File: config.mk
export PLATFORM = sky130hd
export DESIGN_NAME = serial_request_ack_exchange
export DESIGN_NICKNAME = d
export VERILOG_FILES = /design/src/rtl/sra_pkg.sv /design/src/rtl/serial_request_ack_exchange.sv /design/src/rtl/sra_req_build.sv /design/src/rtl/sra_rsp_queue.sv
export SDC_FILE = /design/constraint.sdc
export NUM_CORES = 1
export LEC_CHECK = 0
export BUFFER_PORTS_ARGS = -buffer_cell sky130_fd_sc_hd__buf_2
export CAP_MARGIN = 20
export CORE_MARGIN = 2
export CORE_UTILIZATION = 35
export CTS_CLUSTER_DIAMETER = 80
export DETAILED_ROUTE_END_ITERATION = 7
export GPL_TIMING_DRIVEN = 0
export PLACE_DENSITY_LB_ADDON = 0.2
export SLEW_MARGIN = 10
export SYNTH_ARGS = -nofsm -noshare
export SYNTH_HDL_FRONTEND = slang
export SYNTH_SLANG_ARGS = --single-unit
File: constraint.sdc
create_clock -name clock -period 9.25 [get_ports clock]
set_clock_uncertainty 0.15 [all_clocks]
set_input_delay 0 -clock clock [delete_from_list [all_inputs] [get_ports clock]]
set_output_delay 0 -clock clock [all_outputs]
set_load 0.03 [all_outputs]
File: src/rtl/sra_pkg.sv
`timescale 1ns / 1ps
// ----------------------------------------------------------------------------
// sra_pkg
// Types and constants shared by the serial request / acknowledge exchange.
// ----------------------------------------------------------------------------
package sra_pkg;

   localparam int FRAME_BYTES = 8;
   localparam int IDX_W       = $clog2(FRAME_BYTES);
   localparam int CNT_W       = $clog2(FRAME_BYTES + 1);
   localparam int CSR_IDX_W   = 2;
   localparam int CSR_DATA_W  = 16;

   // item commands
   localparam logic [1:0] CMD_START   = 2'd0;
   localparam logic [1:0] CMD_RX_BYTE = 2'd1;
   localparam logic [1:0] CMD_TICK    = 2'd2;

   // result kinds
   localparam logic [1:0] KIND_TX   = 2'd0;
   localparam logic [1:0] KIND_ACK  = 2'd1;
   localparam logic [1:0] KIND_FAIL = 2'd2;

   // register indexes
   localparam logic [CSR_IDX_W-1:0] CSR_ACK_WAIT    = 2'd0;
   localparam logic [CSR_IDX_W-1:0] CSR_SECOND_WAIT = 2'd1;
   localparam logic [CSR_IDX_W-1:0] CSR_BYTE_GAP    = 2'd2;

   localparam logic [15:0] ACK_WAIT_RST    = 16'd100;
   localparam logic [15:0] SECOND_WAIT_RST = 16'd1500;
   localparam logic [7:0]  BYTE_GAP_RST    = 8'd20;

   localparam logic [7:0] SOF_VAR      = 8'hFD;
   localparam logic [7:0] SOF_FIXED    = 8'hEE;
   localparam logic [7:0] REQ_LEN_BYTE = 8'h08;
   localparam logic [7:0] TYPE_NO_SEQ  = 8'h71;
   localparam logic [7:0] TYPE_TWO_ACK = 8'h70;
   localparam logic [7:0] CHAN_A       = 8'd2;
   localparam logic [7:0] CHAN_B       = 8'd4;
   localparam logic [7:0] MIN_VAR_LEN  = 8'd3;

   typedef logic [FRAME_BYTES-1:0][7:0] frame_type;

   typedef struct packed {
      logic [1:0]  cmd;
      logic [7:0]  channel;
      logic [7:0]  head;
      logic [7:0]  seq_num;
      logic [7:0]  msg_type;
      logic [7:0]  dev_addr;
      logic [15:0] payload;
      logic [7:0]  rx_byte;
   } req_type;

   typedef struct packed {
      logic [1:0] kind;
      logic [7:0] data_byte;
      logic       last;
   } rsp_type;

   typedef struct packed {
      frame_type bytes;
      logic      need_second;
   } req_info_type;

   typedef struct packed {
      logic             load;
      logic [1:0]       kind;
      logic [CNT_W-1:0] len;
   } rsp_load_type;

endpackage

File: src/rtl/serial_request_ack_exchange.sv
`timescale 1ns / 1ps
// ----------------------------------------------------------------------------
// serial_request_ack_exchange
// Sends a request frame and collects acknowledge frames from a serial line.
//
// Channels: req_* takes items (start request, received line byte, time tick);
// rsp_* gives results (transmit byte, acknowledge byte, failure). An item is
// taken when valid is high and stall is low on the same edge. csr_* writes
// the three timing registers; the user must write them only while the block
// is idle, which the block itself does not enforce. The first result of an
// item shows in the cycle after it is taken. A start gives eight transmit
// bytes, a good acknowledge frame gives its three to eight bytes, and a wait
// timeout gives one failure. Throughput: with no result group pending an
// item is taken every cycle. While a group is handed out req_stall stays
// high until its last result is taken, so an item behind a group waits for
// all its results (up to eight), set by the single result buffer. When the
// receiver stalls, the current result holds and the input side stays
// stalled with it. Reset: synchronous, clears the exchange to idle and loads
// the register defaults (100, 1500 and 20 ticks). No clearing pass is needed.
// ----------------------------------------------------------------------------
module serial_request_ack_exchange (
   input  logic                               clock,
   input  logic                               reset,
   input  logic                               req_valid,
   output logic                               req_stall,
   input  sra_pkg::req_type                   req_payload,
   output logic                               rsp_valid,
   input  logic                               rsp_stall,
   output sra_pkg::rsp_type                   rsp_payload,
   input  logic                               csr_we,
   input  logic [sra_pkg::CSR_IDX_W-1:0]      csr_addr,
   input  logic [sra_pkg::CSR_DATA_W-1:0]     csr_wdata
);
   import sra_pkg::*;

   typedef enum logic [1:0] {PH_IDLE, PH_FIRST, PH_SECOND} phase_type;
   typedef enum logic [1:0] {FK_NONE, FK_VAR, FK_FIXED} fkind_type;

   phase_type        phase_ff, phase_in;
   fkind_type        fkind_ff, fkind_in;
   logic             need_second_ff, need_second_in;
   frame_type        frame_store_ff, frame_store_in;
   logic [CNT_W-1:0] frame_count_ff, frame_count_in;
   logic [7:0]       running_xor_ff, running_xor_in;
   logic [7:0]       gap_timer_ff, gap_timer_in;
   logic [15:0]      wait_timer_ff, wait_timer_in;
   logic [15:0]      ack_wait_ff, ack_wait_in;
   logic [15:0]      second_wait_ff, second_wait_in;
   logic [7:0]       byte_gap_ff, byte_gap_in;

   req_info_type     info;
   rsp_load_type     ld;
   frame_type        ld_data;
   logic             q_free;
   logic             accept;
   logic [7:0]       rx;
   logic [IDX_W-1:0] wr_idx;
   logic [CNT_W-1:0] cnt_inc;
   logic [7:0]       target;
   logic [7:0]       gap_dec;
   logic [15:0]      wait_dec;
   logic             frame_live;

   sra_req_build u_build (
      .req  (req_payload),
      .info (info)
   );

   sra_rsp_queue u_queue (
      .clock       (clock),
      .reset       (reset),
      .ld          (ld),
      .ld_data     (ld_data),
      .free        (q_free),
      .rsp_valid   (rsp_valid),
      .rsp_stall   (rsp_stall),
      .rsp_payload (rsp_payload)
   );

   assign req_stall = !q_free;
   assign accept    = req_valid && q_free;
   assign rx        = req_payload.rx_byte;
   assign wr_idx    = frame_count_ff[IDX_W-1:0];
   assign cnt_inc   = frame_count_ff + CNT_W'(1);
   assign gap_dec   = (gap_timer_ff != 8'd0) ? gap_timer_ff - 8'd1 : 8'd0;
   assign wait_dec  = (wait_timer_ff != 16'd0) ? wait_timer_ff - 16'd1 : 16'd0;
   // the length byte is the frame's second byte; it may be arriving right now
   assign target    = (fkind_ff == FK_VAR) ?
                      ((frame_count_ff == CNT_W'(1)) ? rx : frame_store_ff[1]) :
                      8'(FRAME_BYTES);

   always_comb begin
      phase_in       = phase_ff;
      fkind_in       = fkind_ff;
      need_second_in = need_second_ff;
      frame_store_in = frame_store_ff;
      frame_count_in = frame_count_ff;
      running_xor_in = running_xor_ff;
      gap_timer_in   = gap_timer_ff;
      wait_timer_in  = wait_timer_ff;
      ack_wait_in    = ack_wait_ff;
      second_wait_in = second_wait_ff;
      byte_gap_in    = byte_gap_ff;
      ld             = '0;
      ld_data        = info.bytes;
      frame_live     = fkind_ff != FK_NONE;

      if (csr_we) begin
         case (csr_addr)
            CSR_ACK_WAIT:    ack_wait_in    = csr_wdata;
            CSR_SECOND_WAIT: second_wait_in = csr_wdata;
            CSR_BYTE_GAP:    byte_gap_in    = csr_wdata[7:0];
            default: ;
         endcase
      end

      if (accept) begin
         case (req_payload.cmd)
            CMD_START: begin
               ld.load        = 1'b1;
               ld.kind        = KIND_TX;
               ld.len         = CNT_W'(FRAME_BYTES);
               fkind_in       = FK_NONE;
               frame_count_in = '0;
               running_xor_in = '0;
               gap_timer_in   = '0;
               need_second_in = info.need_second;
               phase_in       = PH_FIRST;
               wait_timer_in  = ack_wait_ff;
            end
            CMD_RX_BYTE: begin
               if (phase_ff != PH_IDLE) begin
                  if (fkind_ff == FK_NONE) begin
                     // only a start byte opens a frame
                     if (rx == SOF_VAR || rx == SOF_FIXED) begin
                        frame_store_in[0] = rx;
                        frame_count_in    = CNT_W'(1);
                        running_xor_in    = rx;
                        fkind_in          = (rx == SOF_VAR) ? FK_VAR : FK_FIXED;
                        gap_timer_in      = byte_gap_ff;
                     end
                  end else if (frame_count_ff >= CNT_W'(FRAME_BYTES)) begin
                     fkind_in       = FK_NONE;
                     frame_count_in = '0;
                     running_xor_in = '0;
                     gap_timer_in   = '0;
                  end else begin
                     frame_store_in[wr_idx] = rx;
                     frame_count_in         = cnt_inc;
                     if (fkind_ff == FK_VAR && frame_count_ff == CNT_W'(1) &&
                         (rx < MIN_VAR_LEN || rx > 8'(FRAME_BYTES))) begin
                        fkind_in       = FK_NONE;
                        frame_count_in = '0;
                        running_xor_in = '0;
                        gap_timer_in   = '0;
                     end else if (8'(cnt_inc) == target) begin
                        fkind_in       = FK_NONE;
                        frame_count_in = '0;
                        running_xor_in = '0;
                        gap_timer_in   = '0;
                        if (rx == running_xor_ff) begin
                           if (phase_ff == PH_FIRST && need_second_ff) begin
                              // first of two acknowledges is swallowed
                              phase_in      = PH_SECOND;
                              wait_timer_in = second_wait_ff;
                           end else begin
                              ld.load        = 1'b1;
                              ld.kind        = KIND_ACK;
                              ld.len         = cnt_inc;
                              ld_data        = frame_store_in;
                              phase_in       = PH_IDLE;
                              need_second_in = 1'b0;
                              wait_timer_in  = '0;
                           end
                        end
                     end else begin
                        running_xor_in = running_xor_ff ^ rx;
                     end
                  end
               end
            end
            CMD_TICK: begin
               if (phase_ff != PH_IDLE) begin
                  if (frame_live) begin
                     gap_timer_in = gap_dec;
                     if (gap_dec == 8'd0) begin
                        frame_live     = 1'b0;
                        fkind_in       = FK_NONE;
                        frame_count_in = '0;
                        running_xor_in = '0;
                     end
                  end
                  wait_timer_in = wait_dec;
                  // a frame in flight holds off the failure until it ends
                  if (wait_dec == 16'd0 && !frame_live) begin
                     ld.load        = 1'b1;
                     ld.kind        = KIND_FAIL;
                     ld.len         = CNT_W'(1);
                     ld_data        = '0;
                     phase_in       = PH_IDLE;
                     need_second_in = 1'b0;
                  end
               end
            end
            default: ;
         endcase
      end
   end

   always_ff @(posedge clock) begin
      frame_store_ff <= frame_store_in;
      if (reset) begin
         phase_ff       <= PH_IDLE;
         fkind_ff       <= FK_NONE;
         need_second_ff <= 1'b0;
         frame_count_ff <= '0;
         running_xor_ff <= '0;
         gap_timer_ff   <= '0;
         wait_timer_ff  <= '0;
         ack_wait_ff    <= ACK_WAIT_RST;
         second_wait_ff <= SECOND_WAIT_RST;
         byte_gap_ff    <= BYTE_GAP_RST;
      end else begin
         phase_ff       <= phase_in;
         fkind_ff       <= fkind_in;
         need_second_ff <= need_second_in;
         frame_count_ff <= frame_count_in;
         running_xor_ff <= running_xor_in;
         gap_timer_ff   <= gap_timer_in;
         wait_timer_ff  <= wait_timer_in;
         ack_wait_ff    <= ack_wait_in;
         second_wait_ff <= second_wait_in;
         byte_gap_ff    <= byte_gap_in;
      end
   end

`ifndef NO_ASSERTIONS
   a_fail_single : assert property (@(posedge clock) disable iff (reset)
      (rsp_valid && rsp_payload.kind == KIND_FAIL) |->
         (rsp_payload.last && rsp_payload.data_byte == 8'h00))
      else $error("failure item is not a single last zero item");

   a_start_head : assert property (@(posedge clock) disable iff (reset)
      (req_valid && !req_stall && req_payload.cmd == CMD_START) |=>
         (rsp_valid && rsp_payload.kind == KIND_TX &&
          rsp_payload.data_byte == $past(req_payload.head)))
      else $error("request frame does not open with its head byte");

   a_frame_count : assert property (@(posedge clock) disable iff (reset)
      (frame_count_ff <= CNT_W'(FRAME_BYTES)) &&
      ((fkind_ff == FK_NONE) == (frame_count_ff == '0)))
      else $error("frame count out of step with frame kind");

   a_stall_busy : assert property (@(posedge clock) disable iff (reset)
      req_stall |-> rsp_valid)
      else $error("input stalled with no result pending");
`endif

endmodule

File: src/rtl/sra_req_build.sv
`timescale 1ns / 1ps
// ----------------------------------------------------------------------------
// sra_req_build
// Assembles the outgoing request frame with its check byte, and decides
// whether the exchange needs a second acknowledge.
// ----------------------------------------------------------------------------
module sra_req_build (
   input  sra_pkg::req_type      req,
   output sra_pkg::req_info_type info
);
   import sra_pkg::*;

   logic [7:0] chk;
   frame_type  frm;

   always_comb begin
      frm    = '0;
      frm[0] = req.head;
      frm[1] = REQ_LEN_BYTE;
      // sequence is zeroed for this one channel / type pair
      frm[2] = (req.channel == CHAN_A && req.msg_type == TYPE_NO_SEQ) ? 8'h00 : req.seq_num;
      frm[3] = req.msg_type;
      frm[4] = req.dev_addr;
      frm[5] = req.payload[7:0];
      frm[6] = req.payload[15:8];
      chk    = '0;
      for (int i = 0; i < FRAME_BYTES - 1; i++) begin
         chk = chk ^ frm[i];
      end
      frm[FRAME_BYTES-1] = chk;
   end

   assign info.bytes       = frm;
   assign info.need_second = (req.msg_type == TYPE_TWO_ACK) &&
                             (req.channel == CHAN_A || req.channel == CHAN_B);

endmodule

File: src/rtl/sra_rsp_queue.sv
`timescale 1ns / 1ps
// ----------------------------------------------------------------------------
// sra_rsp_queue
// Holds the results of one item and hands them out one per cycle while the receiver does not stall.
// ----------------------------------------------------------------------------
module sra_rsp_queue (
   input  logic                  clock,
   input  logic                  reset,
   input  sra_pkg::rsp_load_type ld,
   input  sra_pkg::frame_type    ld_data,
   output logic                  free,
   output logic                  rsp_valid,
   input  logic                  rsp_stall,
   output sra_pkg::rsp_type      rsp_payload
);
   import sra_pkg::*;

   logic             valid_ff, valid_in;
   logic [IDX_W-1:0] idx_ff, idx_in;
   logic [CNT_W-1:0] len_ff;
   logic [1:0]       kind_ff;
   frame_type        data_ff;
   logic             last;
   logic             pop;

   assign last = (CNT_W'(idx_ff) == len_ff - CNT_W'(1));
   assign pop  = valid_ff && !rsp_stall;
   assign free = !valid_ff || (pop && last);

   always_comb begin
      valid_in = valid_ff;
      idx_in   = idx_ff;
      if (pop) begin
         if (last) begin
            valid_in = 1'b0;
         end else begin
            idx_in = idx_ff + 1'b1;
         end
      end
      if (ld.load) begin
         valid_in = 1'b1;
         idx_in   = '0;
      end
   end

   always_ff @(posedge clock) begin
      if (ld.load) begin
         data_ff <= ld_data;
         len_ff  <= ld.len;
         kind_ff <= ld.kind;
      end
      if (reset) begin
         valid_ff <= 1'b0;
         idx_ff   <= '0;
      end else begin
         valid_ff <= valid_in;
         idx_ff   <= idx_in;
      end
   end

   assign rsp_valid             = valid_ff;
   assign rsp_payload.kind      = kind_ff;
   assign rsp_payload.data_byte = data_ff[idx_ff];
   assign rsp_payload.last      = last;

endmodule
==> results of run 1 <==
worst max path at each step:
stage                                 start                  end  slack, ns  depth (start not counted)
after global routing       wait_timer_ff[0]  u_queue.data_ff[21]       3.86                         12
final                      wait_timer_ff[0]  u_queue.data_ff[21]       4.17                         12
after detailed placement   wait_timer_ff[0]  u_queue.data_ff[31]       4.32                         12
after global placement    u_queue.len_ff[0]   frame_store_ff[36]      -2.58                          7
after floorplan           u_queue.len_ff[0]   frame_store_ff[10]       1.15                          7
after CTS                  wait_timer_ff[0]  u_queue.data_ff[22]       4.27                         12
layer usage:
metal,global-route usage [%],up-vias
li1,-,4907
met4,4.83,0
met1,31.2,5187
met3,2.37,44
met2,35.1,388
met5,0,-
cells by family after synthesis:
logic type | count (synthesis) | share of synthesized area, %
AND/OR/NAND/NOR | 354 | 14.8
AO/OA/AOI/OAI | 286 | 16.6
flip-flops | 219 | 46.8
buffers and inverters | 127 | 4.40
multiplexers | 111 | 11.4
XOR/XNOR | 63 | 4.51
adder cells (fa/ha/maj) | 14 | 1.43
cells in the mapped netlist (all sizes together), types with 6 or more instances:
cell and n:
a2111oi 6, a211oi 14, a21oi 63, a222oi 10, a22o 25, a311oi 8
a31oi 21, and2 6, and3 12, buf 24, clkbuf 64, dfxtp 85
edfxtp 134, ha 14, inv 36, mux2 66, mux2i 29, mux4 16
nand2 102, nand2b 9, nand3 30, nand3b 11, nand4 6, nor2 76
nor2b 8, nor3 34, nor4 10, o211ai 7, o21a 7, o21ai 45
o22a 7, o2bb2ai 6, o311ai 7, o31ai 9, or3 15, xnor2 54
xor2 9
power breakdown:
| group | internal, W | switching (W) |
|---|---|---|
| Combinational | 0.000161 | 0.000220 |
| Clock | 0.000562 | 0.000409 |
| Sequential | 0.00106 | 0.0000152 |
| Total | 0.00179 | 0.000644 |
stage by stage:
| step | worst slack [ns] | hold slack, ns | std cells | setup TNS (ns) |
|---|---|---|---|---|
| finish | 4.17 | 0.00332 | 1875 | 0 |
| global route | 3.86 | 0.0451 | 1875 | 0 |
| CTS | 4.27 | 0.0136 | 1873 | 0 |
| detailed placement | 4.32 | 0.0921 | 1742 | 0 |
| global placement | -2.58 | 0.0828 | 1726 | -144.43 |
| floorplan | 1.15 | -0.0260 | 1174 | 0 |
worst max-delay path, delay by kind of cell (launching register included):
kind	cells	cell delay [ns]
fa+ha+maj	1	0.18
simple gates	2	0.89
compound gates	4	1.70
flops	1	0.32
xor+xnor	1	0.27
buf+inv	4	1.30
area by class of cell:
| type | count | area, um^2 | area share, % |
|---|---|---|---|
| Multi-Input combinational cell | 828 | 5990 | 39.6 |
| Sequential cell | 219 | 5730 | 37.8 |
| Timing Repair Buffer | 201 | 1530 | 10.1 |
| Clock buffer | 33 | 669 | 4.42 |
| Tap cell | 455 | 569 | 3.76 |
| Buffer | 88 | 392 | 2.59 |
| Inverter | 39 | 146 | 0.968 |
| Clock inverter | 12 | 108 | 0.711 |
timing repair:
action / in CTS / in global routing
endpoints found under the hold margin: 117 / 0
resized for setup: 0 / 0
hold buffers: 86 / 0
sequential cells by signal, summed over array words and instances (netlist names), 3 cells and up:
signal           count
u_queue.len_ff       4
ack_wait_ff         16
u_queue.data_ff     64
gap_timer_ff         8
u_queue.idx_ff       3
second_wait_ff      16
frame_count_ff       4
frame_store_ff      64
running_xor_ff       8
wait_timer_ff       16
byte_gap_ff          8
==> impl_metrics.yaml, run 1 <==
critical_path:
  cp_slowest_stage_delay_ns: 1.02
  crit_top_cell: "clkbuf_1"
  rr_startpoint: "wait_timer_ff[0]"
  rr_worst_depth: 12
  path_cells: "clkbuf_1 -> inv_1 -> ha_1 -> clkbuf_1 -> or4b_2 -> nor4_1 -> xnor2_1 -> a311oi_1 -> a2111oi_4 -> o21a_1 -> o21ai_0 -> dlygate4sd3_1"
  cp.required_ns: 9.37
  cp_max_fo: 10
  worstSetupPathType: "flop to flop"
  setup.worst_path.start_class: "flop"
  crit_slowest_cell: "a2111oi_4"
  endpoint_kind: "flop"
  r2r_setup_slack_ns: 4.17
  crit_arrival_ns: 5.20
  r2r-end: "u_queue.data_ff[21]"
floorplanning:
  std_cell_rows: 68
  core-area_um2: 34500
  die_y_um: 191
  dieArea_um2: 36500
  fp.dieW_um: 191
  initial_utilization_pct: 35.5
  ios: 102
sta:
  post-route-period-util_pct: 54.9
  tightest_slew_ns: 1.08
  finalHoldViolCount: 0
  rsz0062_at_grt: "false"
  finalSetupViolations: 0
  slew_headroom_pct: 28.1
  report.final.slew_viol_count: 0
  clock.fmax_mhz: 197
  timing.final.crit_period_ns: 5.08
global_routing:
  grt_first_pass_wirelength_um: 60600
  grt_pass1_vias: 10000
  grt_max_degree: 26
  grt.total_usage_pct: 21.7
  antenna_found_initial: 0
  grt_overflow: 0
clock_tree:
  cts_buffers: 25
  clock-root-buffer: "clkbuf_16"
  path_clk_slew_ns: 0.06
  clock_latency_ns: 0.53
  cts_setup_buffers: 0
  clk_path_buf_depth: 3
  h-tree-depth: 1
  cts_tree: "done"
  cts.sinks: 219
min_path:
  hold_class: "input port to flop"
  min_to: "second_wait_ff[12]"
  hold_depth: 4
  holdCritStartpoint: "csr_we"
routing:
  first_iter_violations: 1144
  dr_wl_met2_um: 18700
  via_count: 10500
  vias_per_cell: 5.61
  routed_wire_length_per_instance_um: 21.6
  route.detailed.drc: 0
  met1_length_um: 18300
  wl_met3_um: 2730
  dr.pass1.iters: 8
  drt_wl_total_um: 40500
  ant_nets: 0
  highest_layer: "met4"
logic_synthesis:
  synth-seq-cells: 219
  syn-num-nets: 1277
  synth.cell_area_um2: 12200
  synth_edf_count: 134
  syn_inst: 1174
  synth_area_leader_cell: "edfxtp_1"
  yosysSeqAreaShare_pct: 46.8
  yosys.area.top_type_share_pct: 32.9
  synth_cell_types: 80
  syn_area_per_cell_um2: 10.4
  synth_ff_type: "edfxtp_1"
  async_reset_ff_share_pct: 0
  yosysWarnings: 0
  synth_area_leaders: "edfxtp_1 33%, dfxtp_1 14%, mux2_2 6.1%, xnor2_1 3.9%, nand2_1 3.1%"
cells_and_area:
  nets: 1505
  final_common_cell: "edfxtp_1"
  synthToLayoutAreaGrowth_pct: 23.7
  fin_area_um2: 15100
  layout-drive-gt1-share_pct: 19.6
  nFillCells: 3309
  final_cell_mix: "134 x edfxtp_1, 111 x buf_2, 102 x nand2_1"
  antenna_cells: 0
  final_util_pct: 43.9
power:
  peakVddDrop_uv: 137
  power.density_nw_per_um2: 161
  p_total_w: 0.00243
  p_leak_nw: 5.43
place:
  dp_hpwl_um: 28800
  dpl_cell_area_um2: 13500
  port_buffers: 97
  gp_congestion: 0.884
flow_run:
  max_cap_viol_count: 0
status:
  status: "finished, final reports clean"
Note: power is estimated with default switching activity, not from simulation.
==> run 2, diff against run 1 <==
--- a/config.mk
+++ b/config.mk
@@ -5,6 +5,7 @@
 export SDC_FILE = /design/constraint.sdc
 export NUM_CORES = 1
 export LEC_CHECK = 0
+export ABC_AREA = 1
 export BUFFER_PORTS_ARGS = -buffer_cell sky130_fd_sc_hd__buf_2
 export CAP_MARGIN = 20
 export CORE_MARGIN = 2
==> constraint.sdc (replaced) <==
create_clock -name clock -period 4.7 [get_ports clock]
set_clock_uncertainty 0.15 [all_clocks]
set_input_delay 0 -clock clock [delete_from_list [all_inputs] [get_ports clock]]
set_output_delay 0 -clock clock [all_outputs]
set_load 0.03 [all_outputs]
==> run 2 against run 1 <==
Sequential cell count is the same. Setup slack lost 2.9 ns. Cell count up 35%.
==> impl_metrics.yaml, run 2 <==
sta:
  finalHoldViolCount: 0
  tightest_slew_ns: 0.774
  rsz0062_at_grt: "false"
  slew_headroom_pct: 47.8
  report.final.slew_viol_count: 0
  timing.final.crit_period_ns: 3.45
  finalSetupViolations: 0
  post-route-period-util_pct: 73.4
  timing.final.ws_setup_ns: 1.25
  hold_slack_ns: 0.0313
  clock.fmax_mhz: 290
floorplanning:
  fp.dieW_um: 197
  dieArea_um2: 39000
  ios: 102
  core-area_um2: 36700
  std_cell_rows: 70
  initial_utilization_pct: 35.7
  die_y_um: 197
power:
  power.density_nw_per_um2: 328
  p_leak_nw: 7.07
  peakVddDrop_uv: 217
global_routing:
  grt_max_degree: 63
  grt_overflow: 0
  grt_first_pass_wirelength_um: 69400
  grt.total_usage_pct: 23.2
  grt_pass1_vias: 12300
  antenna_found_initial: 2
logic_synthesis:
  synth_area_leader_cell: "edfxtp_1"
  synth_cell_types: 42
  synth_ff_type: "edfxtp_1"
  synth_edf_count: 134
  synth-seq-cells: 219
  synthTopCellsByCount: "419 x nand2_1, 267 x nor2_1, 239 x inv_1"
  synth.cell_area_um2: 13100
  yosysWarnings: 0
  syn-num-nets: 1924
  syn_inst: 1821
  async_reset_ff_share_pct: 0
  yosys.cell_count.top_type: "nand2_1"
  yosysSeqAreaShare_pct: 43.8
  synth_area_leaders: "edfxtp_1 31%, dfxtp_1 13%, nand2_1 12%, nor2_1 7.7%, inv_1 6.9%"
  syn_area_per_cell_um2: 7.19
  yosys.area.top_type_share_pct: 30.7
cells_and_area:
  synthToLayoutAreaGrowth_pct: 22.2
  reg_top3: "frame_store_ff x64, u_queue.data_ff x64"
  final_util_pct: 43.6
  final_common_cell: "nand2_1"
  final_cell_mix: "418 x nand2_1, 266 x nor2_1, 239 x inv_1"
  nets: 2139
  layout-drive-gt1-share_pct: 10.5
place:
  port_buffers: 92
  pre_cts_slack_ns: 1.20
  gp_congestion: 0.925
  dp_hpwl_um: 34400
clock_tree:
  clock_latency_ns: 0.55
  post_cts_resized: 0
  cts_tree: "done"
  clk_path_buf_depth: 3
  cts_hold_buf: 88
  cts.sinks: 219
  clock-root-buffer: "clkbuf_16"
  cts_setup_buffers: 0
  h-tree-depth: 1
  path_clk_slew_ns: 0.06
  cts_buffers: 29
critical_path:
  worstSetupPathType: "flop to flop"
  rr_startpoint: "u_queue.len_ff[0]"
  crit_path_start: "u_queue.len_ff[0]"
  crit_arrival_ns: 3.51
  endpoint_kind: "flop"
  cp.required_ns: 4.76
  cp_max_fo: 62
  rr_worst_depth: 11
  setup.worst_path.start_class: "flop"
routing:
  vias_per_cell: 5.04
  dr.pass1.iters: 7
  ant_nets: 0
  routed_wire_length_per_instance_um: 18.0
  first_iter_violations: 866
  drt_wl_total_um: 45600
  via_count: 12700
  route.detailed.drc: 0
min_path:
  holdCritStartpoint: "req_payload[57]"
  hold_depth: 7
  hold_class: "input port to flop"
status:
  status: "finished, final reports clean"
flow_run:
  max_cap_viol_count: 0
[run 2: cell types whose count changed in the layout (fill, tap and decap cells not counted), sizes merged, moves of 29 or more]
cell,previous run,this run
mux2,66,0
nand2,102,425
nor2,76,280
inv,36,254
o21ai,45,178
nand3,30,143
mux2i,29,0
[run 2: report_power, final]
part | switching (W) | internal (W)
logic | 0.000666 | 0.000339
registers | 0.0000360 | 0.00210
clock network | 0.000868 | 0.00124
[run 2: layer usage]
metal / vias to the layer above / share of wire, % / track usage, %
met4: 0 / 3.8 / 8.41
met3: 94 / 5.7 / 2.97
met5: - / 0 / 0
met1: 5926 / 42 / 28.7
li1: 6312 / - / -
met2: 410 / 49 / 41.3
[run 2: cell type report]
cell class | instances | area (um^2)
inverters | 255 | 957
fillers | 3795 | 20700
plain buffers | 83 | 397
multi-input cells | 1264 | 6020
flip-flops and latches | 219 | 5730
clock inverters | 18 | 144
clock buffers | 35 | 748
repair buffers | 184 | 1410
well taps | 468 | 586
diodes | 2 | 5.00
[run 2: stage by stage]
step / TNS (ns) / power (W) / cells / instance area [um^2]
after floorplan: 0 / 0.00279 / 1821 / 13100
after global placement: -115.19 / 0.00310 / 2381 / 14100
after detailed placement: 0 / 0.00311 / 2385 / 14200
after CTS: 0 / 0.00527 / 2526 / 16000
after global routing: 0 / 0.00547 / 2526 / 16000
final: 0 / 0.00524 / 2528 / 16000
[run 2: worst paths after layout]
path                         endpoint  slack, ns
hold / removal         need_second_ff       0.03
hold reg to reg        byte_gap_ff[7]       0.31
setup / recovery  u_queue.data_ff[31]       1.25
setup reg to reg  u_queue.data_ff[31]       1.25
[run 2: cells by family after synthesis]
group	Yosys count	synth area share, %
AND/OR/NAND/NOR	890	28.5
flip-flops	219	43.8
buffers and inverters	338	10.3
XOR/XNOR	56	3.75
adder cells (fa/ha/maj)	14	1.34
AO/OA/AOI/OAI	304	12.4
[run 2: worst max-delay path: stages, from the launching register on]
cell and delay [ns]:
edfxtp_1 0.40, inv_1 0.12, ha_1 0.25, xnor2_1 0.12, nor2_1 0.09, nand3_1 0.11
nand2_1 0.12, nand3_2 0.33, nor3_1 0.31, nand4_1 0.41, nand2_4 0.33, buf_16 0.32
==> run 3, diff against run 2 <==
==> constraint.sdc (replaced) <==
create_clock -name clock -period 3.35 [get_ports clock]
set_clock_uncertainty 0.15 [all_clocks]
set_input_delay 0 -clock clock [delete_from_list [all_inputs] [get_ports clock]]
set_output_delay 0 -clock clock [all_outputs]
set_load 0.03 [all_outputs]
==> run 3 against run 2 <==
Sequential share of layout area about the same. Power rose by 39%. Via count rose by 0.34%. Wire length is 0.73% higher. Maximum frequency is 9.3% higher. Design area hardly changed. First-iteration DRC count down 0.12%. Critical path depth is 3 higher. Sequential cell count stayed put. Global-route usage up 0.41 points. Setup slack worse by 1.1 ns. Critical path type unchanged. Largest power group unchanged. Highest routed layer is now met5.
==> impl_metrics.yaml, run 3 (synthesis results as in run 2) <==
clock_tree:
  clk_path_buf_depth: 3
  h-tree-depth: 1
  clock_latency_ns: 0.54
  path_clk_slew_ns: 0.06
  cts_buffers: 27
  cts_tree: "done"
  clock-root-buffer: "clkbuf_16"
  cts.sinks: 219
routing:
  vias_per_cell: 5.07
  first_iter_violations: 865
  via_count: 12800
  dr.pass1.iters: 5
  ant_nets: 0
  drt_wl_total_um: 45900
  routed_wire_length_per_instance_um: 18.2
  route.detailed.drc: 0
min_path:
  hold_class: "input port to flop"
  min_to: "need_second_ff"
  hold_depth: 7
  holdCritStartpoint: "req_payload[58]"
place:
  port_buffers: 92
  gp_congestion: 0.918
  dp_hpwl_um: 34300
critical_path:
  cp_max_fo: 10
  crit_arrival_ns: 3.28
  setup.worst_path.start_class: "flop"
  r2r-end: "u_queue.data_ff[43]"
  cp.required_ns: 3.48
  r2r_setup_slack_ns: 0.19
  critPathTopFamily: "simple AND/OR/NAND/NOR gates"
  rr_startpoint: "frame_count_ff[1]"
  path_cells: "clkbuf_4 -> inv_1 -> ha_1 -> nand2_2 -> inv_2 -> nand3_1 -> nand2_1 -> inv_1 -> nand2_1 -> nor3_2 -> nand2_1 -> buf_2 -> o21ai_0 -> a21oi_1"
  crit_top_cell: "nand2_1"
  crit_slowest_cell: "dfxtp_1"
  endpoint_kind: "flop"
  critPathBufInv: 5
  worstSetupPathType: "flop to flop"
  rr_worst_depth: 14
  cp_slowest_stage_delay_ns: 0.34
cells_and_area:
  final_common_cell: "nand2_1"
  multi_input_area_um2: 6060
  regArea_um2: 5730
  layout-drive-gt1-share_pct: 10.8
  reg_top3: "frame_store_ff x64, u_queue.data_ff x64"
  synthToLayoutAreaGrowth_pct: 22.3
  final_util_pct: 43.6
  nFillCells: 3789
  final_cell_mix: "418 x nand2_1, 263 x nor2_1, 239 x inv_1"
  nets: 2136
global_routing:
  antenna_found_initial: 4
  grt_overflow: 0
  grt_max_degree: 62
  grt_pass1_vias: 12300
  grt_first_pass_wirelength_um: 70400
  grt.total_usage_pct: 23.6
sta:
  hold_slack_ns: 0.0427
  finalSetupViolations: 0
  final.setup.tns_ns: 0
  report.final.slew_viol_count: 0
  finalHoldViolCount: 0
  clock.fmax_mhz: 317
  timing.final.crit_period_ns: 3.16
  tightest_slew_ns: 0.816
  post-route-period-util_pct: 94.2
  slew_headroom_pct: 45.0
floorplanning:
  die_y_um: 197
  ios: 102
  core-area_um2: 36700
  initial_utilization_pct: 35.7
  dieArea_um2: 39000
  std_cell_rows: 70
  fp.dieW_um: 197
power:
  p_leak_nw: 7.06
  power.density_nw_per_um2: 455
  peakVddDrop_uv: 344
status:
  status: "finished, final reports clean"
flow_run:
  max_cap_viol_count: 0
[run 3: changes by cell type in the layout (fill, tap and decap cells not counted), moves of 3 or more]
cell / previous run / this run
clkbuf_1: 49 / 44
dlygate4sd3_1: 88 / 84
clkinv_1: 9 / 12
clkinv_2: 5 / 2
nor2_1: 266 / 263
[run 3: worst register-to-register path, delay by kind of cell (launching register included)]
kind,cells,cell delay [ns]
AND/OR/NAND/NOR,6,1.02
buffers and inverters,5,0.76
AO/OA/AOI/OAI,2,0.39
flip-flops,1,0.34
adder cells (fa/ha/maj),1,0.24
[run 3: how the worst max path moves through the flow]
stage / startpoint / endpoint / cells past startpoint / slack [ns]
after floorplan: u_queue.len_ff[0] / frame_store_ff[10] / 8 / 0.008
after global placement: u_queue.len_ff[0] / frame_store_ff[53] / 8 / -1.24
after detailed placement: u_queue.len_ff[0] / u_queue.data_ff[23] / 11 / -0.17
after CTS: frame_count_ff[1] / u_queue.data_ff[15] / 14 / 0.05
after global routing: frame_count_ff[1] / u_queue.data_ff[49] / 17 / -0.01
final: frame_count_ff[1] / u_queue.data_ff[43] / 14 / 0.19
[run 3: power breakdown]
part / internal [W] / switching [W] / leakage [nW] / total [W]
Combinational: 0.000476 / 0.000939 / 4.83 / 0.00142
Sequential: 0.00294 / 0.0000509 / 1.81 / 0.00299
Clock: 0.00169 / 0.00118 / 0.409 / 0.00287
[run 3: stage by stage]
step | cells | power [W] | worst slack, ns | area, um^2
detailed placement | 2385 | 0.00437 | -0.166 | 14200
finish | 2523 | 0.00728 | 0.193 | 16000
global placement | 2381 | 0.00435 | -1.24 | 14100
global route | 2521 | 0.00761 | -0.0105 | 16000
floorplan | 1821 | 0.00392 | 0.00807 | 13100
CTS | 2520 | 0.00731 | 0.0544 | 15900
[run 3: metal layers]
metal  vias to the layer above  routed length, um  GRT usage (%)
li1                       6325                  -              -
met1                      5930              19200           29.3
met2                       423              22300           41.8
met3                       105               2300           2.51
met4                         2               2070           9.41
met5                         -                 12              0
[run 3: what timing repair did]
item / CTS / global route
endpoints found under the setup margin: 61 / 119
gates cloned: 0 / 1
setup buffers: 2 / 0
gates resized for setup: 0 / 8
hold buffers: 84 / 0
pin swaps: 1 / 0
hold endpoints to repair: 129 / 0
[run 3: final cells by class]
class                           instances  area share [%]
Timing Repair Buffer                  183            8.84
Inverter                              255            5.98
Sequential cell                       219            35.8
Clock buffer                           28            4.25
Buffer                                 83            2.49
Clock inverter                         21            1.13
Antenna cell                            2          0.0313
Tap cell                              468            3.66
Multi-Input combinational cell       1264            37.8
